--- src/hdl/b64c_pkg.sv ---
`default_nettype none

package b64c_pkg;

    localparam int QUEUE_DEPTH_DEF = 4;

    localparam logic [7:0] CHAR_PAD   = 8'h3D;
    localparam logic [7:0] CHAR_PLUS  = 8'h2B;
    localparam logic [7:0] CHAR_SLASH = 8'h2F;

    typedef enum logic {
        MODE_ENCODE = 1'b0,
        MODE_DECODE = 1'b1
    } mode_t;

    typedef enum logic [1:0] {
        STATUS_OK       = 2'd0,
        STATUS_BAD_CHAR = 2'd1,
        STATUS_BAD_LEN  = 2'd2
    } status_t;

    typedef enum logic [1:0] {
        JOB_ENC = 2'd0,
        JOB_DEC = 2'd1,
        JOB_ERR = 2'd2
    } job_kind_t;

    typedef struct packed {
        logic [7:0] in_byte;
        logic       in_last;
    } in_item_t;

    typedef struct packed {
        logic [7:0] out_byte;
        logic       out_last;
        status_t    status;
    } out_item_t;

    // one classified group handed from front to back
    typedef struct packed {
        job_kind_t   kind;
        logic [23:0] bits;
        logic [3:0]  slots;
        logic [3:0]  pads;
        logic        last;
        status_t     status;
    } job_t;

    // bit 6 set means not a base64 character
    function automatic logic [6:0] b64c_char_value(input logic [7:0] c);
        logic [6:0] v;
        v = 7'h40;
        if (c inside {[8'h41:8'h5A]})
        begin
            v = {1'b0, 6'(c - 8'h41)};
        end
        else if (c inside {[8'h61:8'h7A]})
        begin
            v = {1'b0, 6'(c - 8'h61 + 8'd26)};
        end
        else if (c inside {[8'h30:8'h39]})
        begin
            v = {1'b0, 6'(c - 8'h30 + 8'd52)};
        end
        else if (c == CHAR_PLUS)
        begin
            v = 7'd62;
        end
        else if (c == CHAR_SLASH)
        begin
            v = 7'd63;
        end
        else if (c == CHAR_PAD)
        begin
            v = 7'd0;
        end
        return v;
    endfunction

    function automatic logic [7:0] b64c_char(input logic [5:0] v);
        logic [7:0] c;
        logic [7:0] w;
        w = {2'b00, v};
        if (v < 6'd26)
        begin
            c = 8'h41 + w;
        end
        else if (v < 6'd52)
        begin
            c = 8'h61 + w - 8'd26;
        end
        else if (v < 6'd62)
        begin
            c = 8'h30 + w - 8'd52;
        end
        else if (v == 6'd62)
        begin
            c = CHAR_PLUS;
        end
        else
        begin
            c = CHAR_SLASH;
        end
        return c;
    endfunction

endpackage

`default_nettype wire

--- src/hdl/base64_codec_unit.sv ---
// Streaming Base64 codec (standard alphabet, '=' padding). cfg_we/cfg_wdata set the
// direction (0 encode, 1 decode) and clear any partial group; write it only while the
// block is idle. Bytes or characters are pushed one per cycle while full is low; a
// message ends on the beat with in_last. The front end classifies each beat in the cycle
// it is taken and hands finished groups through a small job queue to the back end, which
// drives one result per cycle into the output register while that register is empty or
// popped, so the output port sets the pace: encoding gives four characters per three
// bytes, decoding up to three bytes per four characters (one character per cycle). A
// finished group passes from the job queue through the back end's job register into the
// output register. An invalid character returns status 1 and drops the rest of the
// message; a decode message whose length is not a multiple of four returns status 2.
// Status beats carry out_byte 0 and out_last 1.
`default_nettype none

module base64_codec_unit #(
    parameter int QUEUE_DEPTH = b64c_pkg::QUEUE_DEPTH_DEF
) (
    input  wire logic                clk,
    input  wire logic                rst_n,
    input  wire logic                cfg_we,
    input  wire logic                cfg_wdata,
    input  wire logic                push,
    output logic                     full,
    input  wire b64c_pkg::in_item_t  in_item,
    output logic                     empty,
    input  wire logic                pop,
    output b64c_pkg::out_item_t      out_item
);
    import b64c_pkg::*;

    logic accept;
    logic job_push;
    job_t job_front;
    logic q_full;
    logic q_valid;
    logic q_pop;
    job_t q_job;

    assign full   = q_full;
    assign accept = push && !q_full;

    b64c_front u_front (
        .clk       (clk),
        .rst_n     (rst_n),
        .cfg_we    (cfg_we),
        .cfg_wdata (cfg_wdata),
        .accept    (accept),
        .in_item   (in_item),
        .job_push  (job_push),
        .job       (job_front)
    );

    b64c_queue #(
        .DEPTH (QUEUE_DEPTH)
    ) u_queue (
        .clk      (clk),
        .rst_n    (rst_n),
        .wr_en    (job_push),
        .wr_job   (job_front),
        .full     (q_full),
        .rd_en    (q_pop),
        .rd_valid (q_valid),
        .rd_job   (q_job)
    );

    b64c_back u_back (
        .clk       (clk),
        .rst_n     (rst_n),
        .job_valid (q_valid),
        .job_in    (q_job),
        .job_pop   (q_pop),
        .empty     (empty),
        .pop       (pop),
        .out_item  (out_item)
    );

endmodule

`default_nettype wire

--- src/hdl/b64c_front.sv ---
`default_nettype none

module b64c_front (
    input  wire logic                clk,
    input  wire logic                rst_n,
    input  wire logic                cfg_we,
    input  wire logic                cfg_wdata,
    input  wire logic                accept,
    input  wire b64c_pkg::in_item_t  in_item,
    output logic                     job_push,
    output b64c_pkg::job_t           job
);
    import b64c_pkg::*;

    mode_t       mode_reg, mode_next;
    logic [23:0] grp_reg, grp_next;
    logic [1:0]  cnt_reg, cnt_next;
    logic        pad_reg, pad_next;
    logic        err_reg, err_next;

    logic [23:0] grp_new;
    logic [6:0]  ch_val;
    logic [7:0]  b;
    logic        last;

    assign b      = in_item.in_byte;
    assign last   = in_item.in_last;
    assign ch_val = b64c_char_value(b);

    // place the new byte or sextet into the group, top down
    always_comb
    begin
        grp_new = grp_reg;
        if (mode_reg == MODE_ENCODE)
        begin
            case (cnt_reg)
                2'd0:    grp_new[23:16] = b;
                2'd1:    grp_new[15:8]  = b;
                default: grp_new[7:0]   = b;
            endcase
        end
        else
        begin
            case (cnt_reg)
                2'd0:    grp_new[23:18] = ch_val[5:0];
                2'd1:    grp_new[17:12] = ch_val[5:0];
                2'd2:    grp_new[11:6]  = ch_val[5:0];
                default: grp_new[5:0]   = ch_val[5:0];
            endcase
        end
    end

    always_comb
    begin
        mode_next = mode_reg;
        grp_next  = grp_reg;
        cnt_next  = cnt_reg;
        pad_next  = pad_reg;
        err_next  = err_reg;
        job_push  = 1'b0;
        job       = '0;
        job.kind  = JOB_ENC;
        job.status = STATUS_OK;
        if (cfg_we)
        begin
            mode_next = mode_t'(cfg_wdata);
            grp_next  = '0;
            cnt_next  = '0;
            pad_next  = 1'b0;
            err_next  = 1'b0;
        end
        else if (accept)
        begin
            if (mode_reg == MODE_ENCODE)
            begin
                if (cnt_reg != 2'd2 && !last)
                begin
                    grp_next = grp_new;
                    cnt_next = cnt_reg + 2'd1;
                end
                else
                begin
                    job_push  = 1'b1;
                    job.kind  = JOB_ENC;
                    job.bits  = grp_new;
                    job.slots = 4'b1111;
                    job.last  = last;
                    case (cnt_reg)
                        2'd0:    job.pads = 4'b1100;
                        2'd1:    job.pads = 4'b1000;
                        default: job.pads = 4'b0000;
                    endcase
                    grp_next = '0;
                    cnt_next = '0;
                    pad_next = 1'b0;
                end
            end
            else if (err_reg)
            begin
                if (last)
                begin
                    err_next = 1'b0;
                    grp_next = '0;
                    cnt_next = '0;
                    pad_next = 1'b0;
                end
            end
            else if (ch_val[6])
            begin
                job_push   = 1'b1;
                job.kind   = JOB_ERR;
                job.slots  = 4'b0001;
                job.last   = 1'b1;
                job.status = STATUS_BAD_CHAR;
                grp_next   = '0;
                cnt_next   = '0;
                pad_next   = 1'b0;
                err_next   = !last;
            end
            else if (cnt_reg != 2'd3)
            begin
                if (last)
                begin
                    job_push   = 1'b1;
                    job.kind   = JOB_ERR;
                    job.slots  = 4'b0001;
                    job.last   = 1'b1;
                    job.status = STATUS_BAD_LEN;
                    grp_next   = '0;
                    cnt_next   = '0;
                    pad_next   = 1'b0;
                end
                else
                begin
                    grp_next = grp_new;
                    cnt_next = cnt_reg + 2'd1;
                    if (cnt_reg == 2'd2 && b == CHAR_PAD)
                    begin
                        pad_next = 1'b1;
                    end
                end
            end
            else
            begin
                job_push  = 1'b1;
                job.kind  = JOB_DEC;
                job.bits  = grp_new;
                job.slots = {1'b0, b != CHAR_PAD, !pad_reg, 1'b1};
                job.last  = last;
                grp_next  = '0;
                cnt_next  = '0;
                pad_next  = 1'b0;
            end
        end
    end

    always_ff @(posedge clk or negedge rst_n)
    begin
        if (!rst_n)
        begin
            mode_reg <= MODE_ENCODE;
            grp_reg  <= '0;
            cnt_reg  <= '0;
            pad_reg  <= 1'b0;
            err_reg  <= 1'b0;
        end
        else
        begin
            mode_reg <= mode_next;
            grp_reg  <= grp_next;
            cnt_reg  <= cnt_next;
            pad_reg  <= pad_next;
            err_reg  <= err_next;
        end
    end

endmodule

`default_nettype wire

--- src/hdl/b64c_queue.sv ---
`default_nettype none

module b64c_queue #(
    parameter int DEPTH = b64c_pkg::QUEUE_DEPTH_DEF
) (
    input  wire logic            clk,
    input  wire logic            rst_n,
    input  wire logic            wr_en,
    input  wire b64c_pkg::job_t  wr_job,
    output logic                 full,
    input  wire logic            rd_en,
    output logic                 rd_valid,
    output b64c_pkg::job_t       rd_job
);
    import b64c_pkg::*;

    localparam int PTR_W = (DEPTH > 1) ? $clog2(DEPTH) : 1;
    localparam int CNT_W = $clog2(DEPTH + 1);

    job_t             mem_reg [DEPTH];
    logic [PTR_W-1:0] wr_ptr_reg, wr_ptr_next;
    logic [PTR_W-1:0] rd_ptr_reg, rd_ptr_next;
    logic [CNT_W-1:0] cnt_reg, cnt_next;
    logic             do_wr, do_rd;

    assign full     = (cnt_reg == CNT_W'(DEPTH));
    assign rd_valid = (cnt_reg != '0);
    assign rd_job   = mem_reg[rd_ptr_reg];
    assign do_wr    = wr_en && !full;
    assign do_rd    = rd_en && rd_valid;

    always_comb
    begin
        wr_ptr_next = wr_ptr_reg;
        rd_ptr_next = rd_ptr_reg;
        cnt_next    = cnt_reg;
        if (do_wr)
        begin
            wr_ptr_next = (wr_ptr_reg == PTR_W'(DEPTH - 1)) ? '0 : wr_ptr_reg + 1'b1;
        end
        if (do_rd)
        begin
            rd_ptr_next = (rd_ptr_reg == PTR_W'(DEPTH - 1)) ? '0 : rd_ptr_reg + 1'b1;
        end
        if (do_wr && !do_rd)
        begin
            cnt_next = cnt_reg + 1'b1;
        end
        else if (do_rd && !do_wr)
        begin
            cnt_next = cnt_reg - 1'b1;
        end
    end

    always_ff @(posedge clk)
    begin
        if (do_wr)
        begin
            mem_reg[wr_ptr_reg] <= wr_job;
        end
    end

    always_ff @(posedge clk or negedge rst_n)
    begin
        if (!rst_n)
        begin
            wr_ptr_reg <= '0;
            rd_ptr_reg <= '0;
            cnt_reg    <= '0;
        end
        else
        begin
            wr_ptr_reg <= wr_ptr_next;
            rd_ptr_reg <= rd_ptr_next;
            cnt_reg    <= cnt_next;
        end
    end

endmodule

`default_nettype wire

--- src/hdl/b64c_back.sv ---
`default_nettype none

module b64c_back (
    input  wire logic             clk,
    input  wire logic             rst_n,
    input  wire logic             job_valid,
    input  wire b64c_pkg::job_t   job_in,
    output logic                  job_pop,
    output logic                  empty,
    input  wire logic             pop,
    output b64c_pkg::out_item_t   out_item
);
    import b64c_pkg::*;

    job_t       job_reg, job_next;
    logic [3:0] slots_reg, slots_next;
    logic       out_valid_reg, out_valid_next;
    out_item_t  out_reg, out_next;

    logic       fire;
    logic       load;
    logic [1:0] sel;
    logic [3:0] rest;
    logic [5:0] sextet;
    out_item_t  res;

    assign fire = (slots_reg != '0) && (!out_valid_reg || pop);
    assign rest = slots_reg & (slots_reg - 4'd1);
    assign load = job_valid && ((slots_reg == '0) || (fire && rest == '0));
    assign job_pop = load;

    // lowest pending slot goes first
    always_comb
    begin
        if (slots_reg[0])
        begin
            sel = 2'd0;
        end
        else if (slots_reg[1])
        begin
            sel = 2'd1;
        end
        else if (slots_reg[2])
        begin
            sel = 2'd2;
        end
        else
        begin
            sel = 2'd3;
        end
    end

    always_comb
    begin
        case (sel)
            2'd0:    sextet = job_reg.bits[23:18];
            2'd1:    sextet = job_reg.bits[17:12];
            2'd2:    sextet = job_reg.bits[11:6];
            default: sextet = job_reg.bits[5:0];
        endcase
    end

    always_comb
    begin
        res          = '0;
        res.status   = STATUS_OK;
        res.out_last = job_reg.last && (rest == '0);
        case (job_reg.kind)
            JOB_ENC:
            begin
                res.out_byte = job_reg.pads[sel] ? CHAR_PAD : b64c_char(sextet);
            end
            JOB_DEC:
            begin
                case (sel)
                    2'd0:    res.out_byte = job_reg.bits[23:16];
                    2'd1:    res.out_byte = job_reg.bits[15:8];
                    default: res.out_byte = job_reg.bits[7:0];
                endcase
            end
            default:
            begin
                res.out_byte = '0;
                res.status   = job_reg.status;
            end
        endcase
    end

    always_comb
    begin
        job_next       = job_reg;
        slots_next     = slots_reg;
        out_next       = out_reg;
        out_valid_next = out_valid_reg;
        if (fire)
        begin
            slots_next     = rest;
            out_next       = res;
            out_valid_next = 1'b1;
        end
        else if (pop)
        begin
            out_valid_next = 1'b0;
        end
        if (load)
        begin
            job_next   = job_in;
            slots_next = job_in.slots;
        end
    end

    always_ff @(posedge clk)
    begin
        job_reg <= job_next;
        out_reg <= out_next;
    end

    always_ff @(posedge clk or negedge rst_n)
    begin
        if (!rst_n)
        begin
            slots_reg     <= '0;
            out_valid_reg <= 1'b0;
        end
        else
        begin
            slots_reg     <= slots_next;
            out_valid_reg <= out_valid_next;
        end
    end

    assign empty    = !out_valid_reg;
    assign out_item = out_reg;

`ifndef SYNTH
    // every job carries at least one beat
    a_load_nonempty: assert property (@(posedge clk) disable iff (!rst_n)
        load |=> (slots_reg != '0))
        else $error("loaded job has no pending beats");

    // a decoded quad never yields a fourth byte
    a_dec_three: assert property (@(posedge clk) disable iff (!rst_n)
        (slots_reg != '0 && job_reg.kind == JOB_DEC) |-> !slots_reg[3])
        else $error("decode job with fourth slot");

    // a status beat always closes the message
    a_status_last: assert property (@(posedge clk) disable iff (!rst_n)
        (out_valid_reg && out_reg.status != STATUS_OK) |-> out_reg.out_last)
        else $error("status beat without last");

    // a new job is taken only once the current one is drained
    a_no_overrun: assert property (@(posedge clk) disable iff (!rst_n)
        (load && slots_reg != '0) |-> (fire && rest == '0))
        else $error("job overwritten with beats pending");
`endif

endmodule

`default_nettype wire

--- config.mk ---
export PLATFORM = sky130hd
export DESIGN_NAME = base64_codec_unit
export DESIGN_NICKNAME = d
export VERILOG_FILES = /design/src/hdl/b64c_pkg.sv /design/src/hdl/base64_codec_unit.sv /design/src/hdl/b64c_front.sv /design/src/hdl/b64c_queue.sv /design/src/hdl/b64c_back.sv
export SDC_FILE = /design/constraint.sdc
export NUM_CORES = 1
export LEC_CHECK = 0
export BUFFER_PORTS_ARGS = -buffer_cell sky130_fd_sc_hd__buf_4
export CAP_MARGIN = 10
export CORE_UTILIZATION = 44
export DETAILED_ROUTE_END_ITERATION = 12
export GPL_ROUTABILITY_DRIVEN = 0
export PLACE_DENSITY = 0.57
export SLEW_MARGIN = 10
export SYNTH_ARGS = -nofsm -noshare
export SYNTH_HDL_FRONTEND = slang
export SYNTH_SLANG_ARGS = --single-unit
--- constraint.sdc ---
create_clock -name clk -period 3.8 [get_ports clk]
set_input_delay 1.14 -clock clk [delete_from_list [all_inputs] [get_ports clk]]
set_output_delay 1.14 -clock clk [all_outputs]
set_load 0.05 [all_outputs]
After elaboration in Yosys (flattened, before gate mapping)

Memories as Yosys holds them, arrays and structs flattened.
Index checks and enable logic that the tools add are counted.

Flip-flop bits (word level): 85
Latch bits: 0
RAM bits: 148
Memory bits (read-only): 0
Input bits: 15
Output and inout port bits: 13
Word-level logic and storage cells: 205
Memories: 1

$add $sub $neg: 16
$mul: 0
Divide/modulo/power cells: 0
Magnitude comparators: 10
Equality and inequality tests: 18
Shift operators: 0
Mux-type cells: 101
Bitwise logic cells: 1
Reductions and logical operators: 40

Memory list:

| name            | depth | bits a word | read ports | clocked after Yosys merged registers in | write ports | line             | text |
|---|---|---|---|---|---|---|---|
| u_queue.mem_reg | 4     | 37          | 1          | 0                                       | 1           | b64c_queue.sv:20 | `job_t mem_reg [DEPTH];` |

Operators by type and width:

| cell                                                | number |
|---|---|
| 2-to-1 mux 24 bit                                   | 12 |
| 2-to-1 mux 37 bit                                   | 2 |
| 2-to-1 mux 30 bit                                   | 2 |
| 2-to-1 mux 8 bit                                    | 7 |
| 2-to-1 mux 7 bit                                    | 6 |
| 2-to-1 mux 2 bit                                    | 18 |
| 2-to-1 mux 1 bit                                    | 33 |
| 2-to-1 mux 33 bit                                   | 1 |
| one-hot mux 8 bit (2 select lines)                  | 2 |
| == test 8 x 6 -> 1 bit, second input constant       | 3 |
| 2-to-1 mux 6 bit                                    | 4 |
| 2-to-1 mux 4 bit                                    | 5 |
| 2-to-1 mux 3 bit                                    | 6 |
| one-hot mux 6 bit (3 select lines)                  | 1 |
| adder 7 x 6 -> 8 bit, first input constant          | 2 |
| >= comparator 8 x 7 -> 1 bit, second input constant | 2 |
| <= comparator 8 x 7 -> 1 bit, second input constant | 2 |
| logical AND 1 bit                                   | 14 |
| < comparator 6 bit, second input constant           | 2 |
| subtractor 6 bit, second input constant             | 2 |
| nonzero test 2 bit                                  | 5 |
| == test 2 bit, second input constant                | 4 |
| >= comparator 8 x 6 -> 1 bit, second input constant | 1 |
| <= comparator 8 x 6 -> 1 bit, second input constant | 1 |
| other kinds (33)                                    | 49 |

Logic depth before layout (Yosys ltp)

Gate-level depths: netlist (run 1).

Depth in word-level cells: 17
Gate-level depth with buffers: 15
Mapped depth without buffers: 14

Hierarchy

From an unflattened synthesis (run 1), not the netlist that was laid out.

Cell total of the unflattened synthesis: 859
Area total of the unflattened synthesis: 11367.2 um2

Modules (own cells, without submodules):

| module            | times used | cells each | area an instance (um2) | sequential area each (um2) |
|---|---|---|---|---|
| b64c_queue        | 1          | 230        | 5770.5                 | 4619.4 |
| b64c_front        | 1          | 415        | 3051.7                 | 725.7 |
| b64c_back         | 1          | 213        | 2531.2                 | 1446.4 |
| base64_codec_unit | 1          | 1          | 13.8                   | 0.0 |

Worst setup path after synthesis (run 1)

OpenSTA, ideal clock, no wires.

Path kind: in2reg
Start: input port in_item[3] in the netlist's numbering
End: register u_queue.cnt_reg[1]
Library setup time: 125 ps
Arrival time: 3963 ps
Required time: 3675 ps
Setup slack: -288 ps
Stages on the path: 13
Cell sequence: buf_2 inv_1 ha_1 a21boi_1 o22a_1 a311o_1 and2_4 or3_4 and2_4 ha_1 inv_1 fa_1 mux2_2

Elaborated cells on any way between the ends: 29

RTL lines:

| what                    | line                    | text |
|---|---|---|
| from (decl)             | base64_codec_unit.sv:24 | `input wire b64c_pkg::in_item_t in_item,` |
| == test 8 x 6 -> 1 bit  | b64c_pkg.sv:73          | `else if (c == CHAR_PAD)` |
| 2-to-1 mux 7 bit        | b64c_pkg.sv:73          |  |
| 2-to-1 mux 7 bit        | b64c_pkg.sv:69          | `else if (c == CHAR_SLASH)` |
| 2-to-1 mux 7 bit        | b64c_pkg.sv:65          | `else if (c == CHAR_PLUS)` |
| 2-to-1 mux 7 bit        | b64c_pkg.sv:61          | `else if (c inside {[8'h30:8'h39]})` |
| 2-to-1 mux 7 bit        | b64c_pkg.sv:57          | `else if (c inside {[8'h61:8'h7A]})` |
| 2-to-1 mux 7 bit (*)    | b64c_pkg.sv:53          | `if (c inside {[8'h41:8'h5A]})` |
| 2-to-1 mux 1 bit (*)    | b64c_front.sv:108       | `else if (ch_val[6])` |
| 2-to-1 mux 1 bit (*)    | b64c_front.sv:98        | `else if (err_reg)` |
| 2-to-1 mux 1 bit (*)    | b64c_front.sv:74        | `if (mode_reg == MODE_ENCODE)` |
| 2-to-1 mux 1 bit (*)    | b64c_front.sv:72        | `else if (accept)` |
| 2-to-1 mux 1 bit (*)    | b64c_front.sv:64        | `if (cfg_we)` |
| logical AND 1 bit (*)   | b64c_queue.sv:29        | `assign do_wr = wr_en && !full;` |
| net u_queue.do_wr       | b64c_queue.sv:24        | `logic do_wr, do_rd;` |
| logical AND 1 bit (*)   | b64c_queue.sv:45        | `if (do_wr && !do_rd)` |
| 2-to-1 mux 3 bit (*)    | b64c_queue.sv:45        |  |
| net u_queue.cnt_next[1] | b64c_queue.sv:23        | `logic [CNT_W-1:0] cnt_reg, cnt_next;` |
| to (signal assigned)    | b64c_queue.sv:75        | `cnt_reg <= cnt_next;` |
| to (decl)               | b64c_queue.sv:23        |  |

The timed path passes the listed nets; every way through them passes the cells marked *.
A chain may end at the register's enable or synchronous reset.

Final worst setup path (run 1)

Start: input port in_item[1] in the netlist's numbering
End: register u_queue.cnt_reg[1]

The elaborated chain is that of the path after synthesis.

==> results by group, run 1 <==
Setup path
  • CP max FO: 3
  • R2R Path Start: u_back.slots_reg[1]$_DFFE_PN0P_
  • Required @ worst endpoint: 4200 ps
  • Arrival time at the worst endpoint: 3750 ps
  • Crit end category: flop
  • Worst-case reg-to-reg path depth: 11
  • Setup crit start: in_item[1]
  • Setup crit start kind: input port
  • WS Path Type: input port to flop

Timing
  • Final setup violation count: 0
  • Slew margin rel.: 0.3449
  • Fmax: 298.2 MHz
  • Worst slew pin tran: 979.0 ps
  • RSZ-0062 raised after global routing: false
  • Hold Slack: 479.8 ps
  • Period utilization: 0.8824
  • Layout Skew: 23.63 ps
  • Setup TNS: 0 ps
  • Final Critical Period: 3353 ps
  • Final worst slack: 447.0 ps
  • Pins Over Slew Limit: 0
  • Hold Fails Final Rpt: 0

Synth
  • Syn avg cell area: 13.51 um2
  • Syn Inst Count: 792
  • Most common flop cell mapped by yosys: edfxtp_1
  • Synth Area in Compound Gates: 0.1119
  • Post-synth EDFFs: 182
  • Sequential-to-total area share from yosys stat: 0.6068
  • Post-Synth Adder-Cell Area: 0.03766
  • Netlist cell types: 83
  • Net Count, Synth: 837
  • XOR/XNOR Fraction of Synth Area: 0.009006
  • Async set or reset register ratio after synthesis: 0.1839
  • Post-synthesis mux area share: 0.09965
  • Seq cells post-synth: 223
  • Yosys synthesis warning count: 0
  • Largest family of logic cells by synthesized area: compound AO/OA/AOI/OAI gates
  • Post-Synth Simple-Gate Area: 0.1058
  • Post-Syn Area: 0.01070 mm2

Floorplan
  • Area of the core: 0.02368 mm2
  • Rows: 56
  • Number of top-level pins: 28
  • Die ar.: 0.02494 mm2
  • Chip height: 157.9 um
  • Initial Utilization: 0.4517
  • Die Wd: 157.9 um

Detailed routing
  • Metal3 WL: 1016 um
  • Wire length per cell: 19.48 um
  • DR iter-0 viols: 561
  • Antenna-violating nets left: 0
  • Avg Vias per Cell: 5.754
  • Top routing layer in use: met4
  • DRC: 0
  • Via Count: 6,796
  • DR WL met2: 10,990 um
  • Drt pass-1 iters: 5
  • Routed WL: 23,000 um
  • Met1 wire length: 10,410 um

Global routing
  • Total global-route track usage: 0.1938
  • Grt ovf: 0
  • First-pass GRT wire length: 37,120 um
  • Antenna violations before repair: 0
  • Pin count of the biggest net entering global routing: 42
  • Number of global-route vias before repair: 6,873

Finish
  • Layout Nets: 889
  • Finished Core Util: 0.5239
  • Area grow syn2layout: 15.99%
  • Ant diodes: 0
  • Fill cells: 2,023
  • Layout cell share with drive strength beyond 1: 0.2204
  • Max FFs per register: 140

Clocking
  • Hold Buf Count CTS: 0
  • Sink Count: 223
  • Post-CTS Setup Bufs: 0
  • TritonCTS clock tree: done
  • Post_cts resized: 0
  • H-tree depth: 1
  • Clock Tree Buf Depth: 3
  • Clk root buf: clkbuf_16
  • Clock slew at reported path FFs: 60 ps
  • Worst-Skew Late Latency: 520 ps
  • CTS Buf Count: 24

Power
  • Power per cell area: 764.1 mW/mm2
  • Flop pwr share: 0.366
  • Leak: 4.491 nW
  • Switching Power: 3.307 mW
  • Internal power: 6.174 mW
  • VDD IR max: 0.0004410 V
  • Clock share of power: 0.255
  • Combinational Power Share: 0.379
  • Sw Ratio: 0.3488

Placement
  • Buffers added on ports: 27
  • Dpl hpwl: 15,430 um
  • Pre-CTS setup slack: -92.13 ps

Worst hold path
  • Hold Crit Class: flop to flop
  • Hold Path Origin: u_front.grp_reg[18]$_DFFE_PN0P_
  • Hold Path Depth: 2

Flow run
  • Max-cap violations: 0

Outcome
  • Outcome: finished, final reports clean
metal layers:
metal,global-route usage,vias up
met5,0,-
met4,0.06750,0
met3,0.02491,47
met1,0.2690,3411
met2,0.3142,200
li1,-,3138
cells in the final DEF (no fill, tap or decap), types with 12 or more instances in the layout:
| cell type | n |
|---|---|
| clkbuf_16 | 24 |
| nor2_1 | 56 |
| nor2b_1 | 19 |
| a21oi_1 | 25 |
| nand2b_1 | 12 |
| nand2_1 | 56 |
| inv_1 | 28 |
| nor3_1 | 15 |
| mux2i_1 | 18 |
| mux4_2 | 35 |
| buf_4 | 66 |
| dfrtp_1 | 40 |
| o21ai_0 | 43 |
| edfxtp_1 | 182 |
| ha_1 | 24 |
power groups by stage:
stage	clock network, mW	logic [mW]	registers, mW
6_report	2.42	3.59	3.47
5_1_grt	2.56	3.90	3.52
4_1_cts	2.47	3.59	3.48
3_5_place_dp	0	3.57	3.52
3_3_place_gp	0	3.50	3.50
2_1_floorplan	0	2.43	3.65
cell type report:
cell class / count / area, um2 / share of cell area
Tap cell: 319 / 399.1 / 0.03217
Timing Repair Buffer: 71 / 595.6 / 0.04800
Sequential cell: 223 / 6492 / 0.5232
Inverter: 32 / 125.1 / 0.01008
Clock buffer: 30 / 643.1 / 0.05183
Multi-Input combinational cell: 492 / 3958 / 0.3189
Clock inverter: 14 / 195.2 / 0.01573
kinds of logic (layout without fill, tap and decap cells):
family,count (synthesis),in the layout
AO/OA/AOI/OAI,170,170
multiplexers,61,61
adder cells (fa/ha/maj),32,32
buffers and inverters,77,147
AND/OR/NAND/NOR,218,218
flip-flops,223,223
XOR/XNOR,11,11
per-stage QoR:
step	std cells	power (mW)	cell area (um2)
6_report	1181	9.481	12410
5_1_grt	1181	9.988	12410
4_1_cts	1181	9.530	12410
3_5_place_dp	1137	7.089	11570
3_3_place_gp	1137	7.002	11570
2_1_floorplan	792	6.081	10780
worst paths after layout:
path	to	slack, ps
worst max-delay path	u_queue.cnt_reg[1]$_DFFE_PN0P_	450
worst min-delay path	u_front.grp_reg[18]$_DFFE_PN0P_	480
worst max register to register	u_back.out_item[5]$_DFFE_PP_	550
worst min register to register	u_front.grp_reg[18]$_DFFE_PN0P_	480
max in group asynchronous	u_queue.rd_ptr_reg[0]$_DFFE_PN0P_	2720
min in group asynchronous	u_front.mode_reg$_DFFE_PN0P_	640
critical path, stage by stage:
cell and delay, ps:
buf_4 120, inv_1 130, ha_1 170, a21boi_1 80, o22a_1 210, a311o_1 380
and2_4 150, or3_4 320, and2_4 180, ha_4 150, inv_1 60, fa_1 390
mux2_2 270
cells in the mapped netlist (4+ instances only):
| master | n | area share |
|---|---|---|
| edfxtp_1 | 182 | 0.51 |
| nand2_1 | 56 | 0.020 |
| nor2_1 | 56 | 0.020 |
| o21ai_0 | 43 | 0.020 |
| dfrtp_1 | 41 | 0.096 |
| mux4_2 | 35 | 0.074 |
| inv_1 | 31 | 0.011 |
| ha_1 | 29 | 0.034 |
| a21oi_1 | 26 | 0.012 |
| clkbuf_1 | 26 | 0.0091 |
| nor2b_1 | 19 | 0.011 |
| mux2i_1 | 18 | 0.017 |
| nor3_1 | 15 | 0.0070 |
| buf_2 | 12 | 0.0056 |
| nand2b_1 | 12 | 0.0070 |
| a221oi_1 | 10 | 0.0082 |
| a211oi_1 | 8 | 0.0056 |
| a22o_1 | 8 | 0.0065 |
| nand3_1 | 8 | 0.0037 |
| xnor2_1 | 8 | 0.0065 |
| a31oi_1 | 7 | 0.0041 |
| and2_1 | 7 | 0.0041 |
| or3_1 | 7 | 0.0041 |
| and3_1 | 6 | 0.0035 |
| nor3b_1 | 6 | 0.0042 |
| o221a_2 | 6 | 0.0063 |
| buf_1 | 5 | 0.0018 |
| mux2_2 | 5 | 0.0053 |
| o2bb2ai_1 | 5 | 0.0041 |
| a21o_1 | 4 | 0.0028 |
| nor4_1 | 4 | 0.0023 |
| o21a_1 | 4 | 0.0028 |
| o21ai_1 | 4 | 0.0019 |
| o22ai_1 | 4 | 0.0023 |
| o31ai_1 | 4 | 0.0028 |
No activity file was read; power rests on OpenSTA's default activity.
==> run 2: changes to the inputs <==
Settings changed: GPL_ROUTABILITY_DRIVEN 0 to unset, RECOVER_POWER set to 50.
==> run 2 against run 1 <==
Cell count is 0.17% higher. Sequential cell count stayed put. Clock skew is 2.2 ps lower. Setup slack worse by 6.7 ps. Clock-buffer cell count stayed put. Clock power is 2% higher. Wire length is 2.2% higher. Die area stayed put. First-iteration DRC count is 20% lower. Design area is 0.77% lower. Sequential share of layout area is 0.40 points higher. Register-to-register slack better by 130 ps.
==> results by group, run 2 (synthesis results as in run 1) <==
Finish
  • Commonest non-fill, non-tap cell in the layout: edfxtp_1
  • Layout Nets: 891
  • Fill cells: 2,045
  • Max FFs per register: 140
  • Commonest non-fill, non-tap cells in the layout: edfxtp_1 (182), nor2_1 (56), nand2_1 (56)
  • Final Non-Filler Cells: 1,183
  • Ant diodes: 0
  • Layout cell share with drive strength beyond 1: 0.1968
  • Area grow syn2layout: 15.10%
  • Reg area: 0.006492 mm2
  • Area of the multi-input gates: 0.003950 mm2
  • Finished Core Util: 0.5199

Setup path
  • FF-to-FF setup slack: 680 ps
  • CP max FO: 4
  • Critical R2R Capture: u_back.out_item[5]$_DFFE_PP_
  • Setup crit start kind: input port
  • CP max stage cell: fa_1
  • Arrival time at the worst endpoint: 3780 ps
  • WS Path Type: input port to flop
  • Most Frequent Cell on Critical Path: clkbuf_1
  • Required @ worst endpoint: 4220 ps
  • Crit end category: flop
  • CP max stage delay: 400 ps
  • CP top delay family: simple AND/OR/NAND/NOR gates
  • Critical path, cell by cell: clkbuf_1 > buf_4 > clkbuf_1 > ha_1 > nand2b_1 > nor4_4 > a21oi_1 > and2_0 > or3_4 > and2_4 > ha_4 > inv_1 > fa_1 > mux2_2
  • Worst-case reg-to-reg path depth: 9
  • CP bufs+invs: 4
  • R2R Path Start: u_back.slots_reg[2]$_DFFE_PN0P_

Clocking
  • Post-CTS Setup Bufs: 0
  • Hold Buf Count CTS: 0
  • Worst-Skew Late Latency: 530 ps
  • Post_cts resized: 0
  • CTS Buf Count: 24
  • Clk root buf: clkbuf_16
  • H-tree depth: 1
  • Clock Tree Buf Depth: 3
  • Clock slew at reported path FFs: 60 ps
  • TritonCTS clock tree: done
  • Sink Count: 223

Global routing
  • Pin count of the biggest net entering global routing: 42
  • Antenna violations before repair: 1
  • Grt ovf: 0
  • First-pass GRT wire length: 37,070 um
  • Number of global-route vias before repair: 6,724
  • Total global-route track usage: 0.1971

Detailed routing
  • Drt pass-1 iters: 5
  • Via Count: 6,683
  • Routed WL: 23,500 um
  • Wire length per cell: 19.86 um
  • DRC: 0
  • DR iter-0 viols: 449
  • Antenna-violating nets left: 0
  • Avg Vias per Cell: 5.649

Timing
  • Pins Over Slew Limit: 0
  • Final Critical Period: 3360 ps
  • RSZ-0062 raised after global routing: false
  • Worst slew pin tran: 1469 ps
  • Final setup violation count: 0
  • Hold Fails Final Rpt: 0
  • Period utilization: 0.8841
  • Slew margin rel.: 0.02099
  • Final worst slack: 440.3 ps
  • Fmax: 297.6 MHz
  • Layout Skew: 21.38 ps

Power
  • Flop pwr share: 0.364
  • Sw Ratio: 0.3551
  • Switching Power: 3.373 mW
  • VDD IR max: 0.0003843 V
  • Internal power: 6.125 mW
  • Combinational Power Share: 0.377
  • Leak: 4.412 nW
  • Clock share of power: 0.259
  • Power per cell area: 771.4 mW/mm2
  • Total power: 9.498 mW

Worst hold path
  • Worst hold path endpoint: u_front.grp_reg[21]$_DFFE_PN0P_
  • Hold Path Origin: u_front.grp_reg[21]$_DFFE_PN0P_
  • Hold Crit Class: flop to flop
  • Hold Path Depth: 1

Floorplan
  • Rows: 56
  • Chip height: 157.9 um
  • Initial Utilization: 0.4517
  • Number of top-level pins: 28
  • Die ar.: 0.02494 mm2
  • Die Wd: 157.9 um
  • Area of the core: 0.02368 mm2

Placement
  • Cells after DPL: 1,139
  • Dpl hpwl: 16,100 um
  • GPL Wtd Cong: 0.8773
  • Buffers added on ports: 27
  • Pre-CTS setup slack: -56.23 ps

Flow run
  • Max-cap violations: 0

Outcome
  • Outcome: finished, final reports clean
-- run 2: metal layers --
layer / GRT usage / up-vias / wire (um)
met5: 0 / - / 0
met4: 0.07074 / 0 / 594
met3: 0.02245 / 38 / 910
met2: 0.3254 / 170 / 11410
met1: 0.2696 / 3343 / 10590
li1: - / 3132 / -
-- run 2: worst max-delay path by stage --
stage	slack [ps]	cells after the start	end	start
5_1_grt	200	14	u_queue.mem_reg[0][26]$_DFFE_PP_	in_item[1]
3_5_place_dp	-60	13	u_queue.cnt_reg[1]$_DFFE_PN0P_	in_item[1]
6_report	440	14	u_queue.cnt_reg[1]$_DFFE_PN0P_	in_item[1]
3_3_place_gp	-30	13	u_queue.cnt_reg[1]$_DFFE_PN0P_	in_item[1]
4_1_cts	490	13	u_queue.cnt_reg[1]$_DFFE_PN0P_	in_item[1]
2_1_floorplan	8	13	u_queue.cnt_reg[1]$_DFFE_PN0P_	in_item[3]
-- run 2: power by group through the flow --
stage               Sequential, mW  Clock, mW  Combinational [mW]
CTS                           3.46       2.52                3.71
finish                        3.46       2.46                3.58
floorplan                     3.65          0                2.43
global route                  3.50       2.62                3.92
global placement              3.49          0                3.66
detailed placement            3.51          0                3.69
-- run 2: metrics by stage --
step | hold WS (ps) | TNS [ps] | cell area (um2)
after detailed placement | 480.5 | -56.23 | 11580
after global routing | 505.5 | 0 | 12310
final | 490.3 | 0 | 12310
after CTS | 495.4 | 0 | 12450
after global placement | 462.9 | -26.55 | 11580
after floorplan | 442.2 | 0 | 10780
-- run 2: cell type report --
type / count / area share
clock buffers: 30 / 0.05304
well taps: 319 / 0.03242
multi-input cells: 492 / 0.3208
repair buffers: 73 / 0.03902
flip-flops and latches: 223 / 0.5273
clock inverters: 14 / 0.01727
inverters: 32 / 0.01016
-- run 2: worst reg2reg max path: stages, from the launching register on --
cell	delay [ps]
dfrtp_1	380
or3_1	550
o221a_2	410
inv_1	140
ha_1	170
nand2_1	110
o211ai_4	340
mux2_1	360
mux2i_1	230
a221oi_1	150
==> run 3: changes to the inputs <==
Clock period 3.8 ns to 3.4 ns, I/O delays scaled along.
==> run 3 against run 2 <==
Core utilization is 1.1 points higher. Design area is 2.1% higher. Combinational power is 14% higher. Sequential cell count stayed put. Die area stayed put. Clock skew is 6.6 ps higher. Critical path type unchanged.
==> results by group, run 3 (synthesis results as in run 1) <==
Outcome
  • Outcome: finished, final reports clean

Floorplan
  • Number of top-level pins: 28
  • Die ar.: 0.02494 mm2
  • Initial Utilization: 0.4517
  • Area of the core: 0.02368 mm2
  • Chip height: 157.9 um
  • Die Wd: 157.9 um
  • Rows: 56

Power
  • VDD IR max: 0.0005379 V
  • Switching Power: 3.792 mW
  • Clock share of power: 0.240
  • Leak: 4.590 nW
  • Internal power: 6.690 mW
  • Power per cell area: 834.1 mW/mm2
  • Combinational Power Share: 0.388
  • Flop pwr share: 0.372
  • Sw Ratio: 0.3617

Timing
  • Setup TNS: 0 ps
  • Final Critical Period: 3223 ps
  • Fmax: 310.2 MHz
  • Period utilization: 0.9480
  • Hold Fails Final Rpt: 0
  • RSZ-0062 raised after global routing: false
  • Hold Slack: 490.7 ps
  • Final worst slack: 176.7 ps
  • Pins Over Slew Limit: 0
  • Final setup violation count: 0
  • Layout Skew: 27.96 ps
  • Slew margin rel.: 0.1852
  • Worst slew pin tran: 1222 ps

Clocking
  • Worst-Skew Late Latency: 530 ps
  • Clock slew at reported path FFs: 60 ps
  • Clock Tree Buf Depth: 3
  • Hold Buf Count CTS: 0
  • Post_cts resized: 0
  • Clk root buf: clkbuf_16
  • Sink Count: 223
  • TritonCTS clock tree: done
  • Post-CTS Setup Bufs: 0
  • CTS Buf Count: 24
  • H-tree depth: 1

Finish
  • Layout cell share with drive strength beyond 1: 0.2326
  • Area grow syn2layout: 17.47%
  • Ant diodes: 0
  • Reg area: 0.006491 mm2
  • Layout Nets: 934
  • Commonest non-fill, non-tap cell in the layout: edfxtp_1
  • Max FFs per register: 140
  • Commonest non-fill, non-tap cells in the layout: edfxtp_1 (182), buf_4 (85), nor2_1 (56), nand2_1 (56), o21ai_0 (44)
  • Fill cells: 2,061
  • Design Area, Final: 0.01257 mm2
  • Area of the multi-input gates: 0.003965 mm2
  • Final Non-Filler Cells: 1,226

Setup path
  • Required @ worst endpoint: 3810 ps
  • Arrival time at the worst endpoint: 3630 ps
  • Setup crit start kind: input port
  • Crit end category: flop
  • CP max FO: 3
  • WS Path Type: input port to flop

Detailed routing
  • DR iter-0 viols: 543
  • Avg Vias per Cell: 5.609
  • Via Count: 6,877
  • Routed WL: 24,250 um
  • Drt pass-1 iters: 5
  • Antenna-violating nets left: 0
  • DRC: 0
  • Wire length per cell: 19.78 um

Placement
  • GPL Wtd Cong: 0.8848
  • Placed instance area: 0.01193 mm2
  • Buffers added on ports: 27
  • Dpl hpwl: 16,810 um
  • Cells after DPL: 1,182
  • Pre-CTS setup slack: -364.5 ps

Global routing
  • Grt ovf: 0
  • Pin count of the biggest net entering global routing: 42
  • Total global-route track usage: 0.2021
  • Antenna violations before repair: 0
  • Number of global-route vias before repair: 6,981
  • First-pass GRT wire length: 38,270 um

Flow run
  • Max-cap violations: 0

Worst hold path
  • Hold Crit Class: flop to flop
## run 3: cell count changes in the layout (fill, tap and decap cells not counted), moves of 2 or more
cell        previous run  this run
clkbuf_8               3         0
and3_2                 0         4
clkinv_4               2         0
bufinv_16              4         2
clkinv_1               0         5
buf_4                 43        85
clkinvlp_4             4         2
clkinv_2               3         6
clkbuf_1              23        27
and3_1                 6         2
buf_12                 1         3
clkbuf_4               7         3
## run 3: cell type report
type / instances / area share
Clock buffer: 28 / 0.04898
Clock inverter: 16 / 0.01225
Inverter: 32 / 0.009956
Multi-Input combinational cell: 492 / 0.3155
Sequential cell: 223 / 0.5165
Tap cell: 319 / 0.03176
Timing Repair Buffer: 116 / 0.06501
## run 3: layer usage
metal / vias to the layer above / share of wire / GRT usage
met1: 3455 / 0.45 / 0.2693
li1: 3224 / - / -
met3: 32 / 0.041 / 0.02929
met4: 0 / 0.020 / 0.06195
met5: - / 0 / 0
met2: 166 / 0.49 / 0.3417
## run 3: power groups by stage
| stage | combinational [mW] | sequential, mW | clock (mW) |
|---|---|---|---|
| 3_5_place_dp | 4.23 | 3.96 | 0 |
| 2_1_floorplan | 2.72 | 4.08 | 0 |
| 6_report | 4.07 | 3.90 | 2.51 |
| 4_1_cts | 4.25 | 3.91 | 2.55 |
| 5_1_grt | 4.46 | 3.95 | 2.67 |
| 3_3_place_gp | 4.19 | 3.93 | 0 |
## run 3: worst max-delay path, stage by stage
cell and delay [ps]:
buf_4 110, inv_1 140, ha_1 190, a21boi_2 60, o22a_1 190, a311o_1 370
and2_4 150, or3_4 320, and2_4 180, ha_4 150, inv_2 40, fa_1 410
mux2_2 280
## run 3: worst paths after layout
| kind | start | end | slack (ps) | cells after the start |
|---|---|---|---|---|
| max in group asynchronous | rst_n | u_front.grp_reg[20]$_DFFE_PN0P_ | 1890 | 1 |
| max | in_item[1] | u_queue.cnt_reg[1]$_DFFE_PN0P_ | 180 | 13 |
| min reg2reg | u_front.grp_reg[13]$_DFFE_PN0P_ | u_front.grp_reg[13]$_DFFE_PN0P_ | 490 | 1 |
| min | u_front.grp_reg[13]$_DFFE_PN0P_ | u_front.grp_reg[13]$_DFFE_PN0P_ | 490 | 1 |
| min in group asynchronous | rst_n | u_queue.wr_ptr_reg[1]$_DFFE_PN0P_ | 740 | 1 |
| max reg2reg | u_back.slots_reg[2]$_DFFE_PN0P_ | u_back.out_item[5]$_DFFE_PP_ | 350 | 9 |
## run 3: stage by stage
| step | power, mW | util |
|---|---|---|
| final | 10.48 | 0.5306 |
| after global routing | 11.09 | 0.5306 |
| after CTS | 10.71 | 0.5362 |
| after detailed placement | 8.192 | 0.5037 |
| after global placement | 8.128 | 0.5037 |
| after floorplan | 6.797 | - |
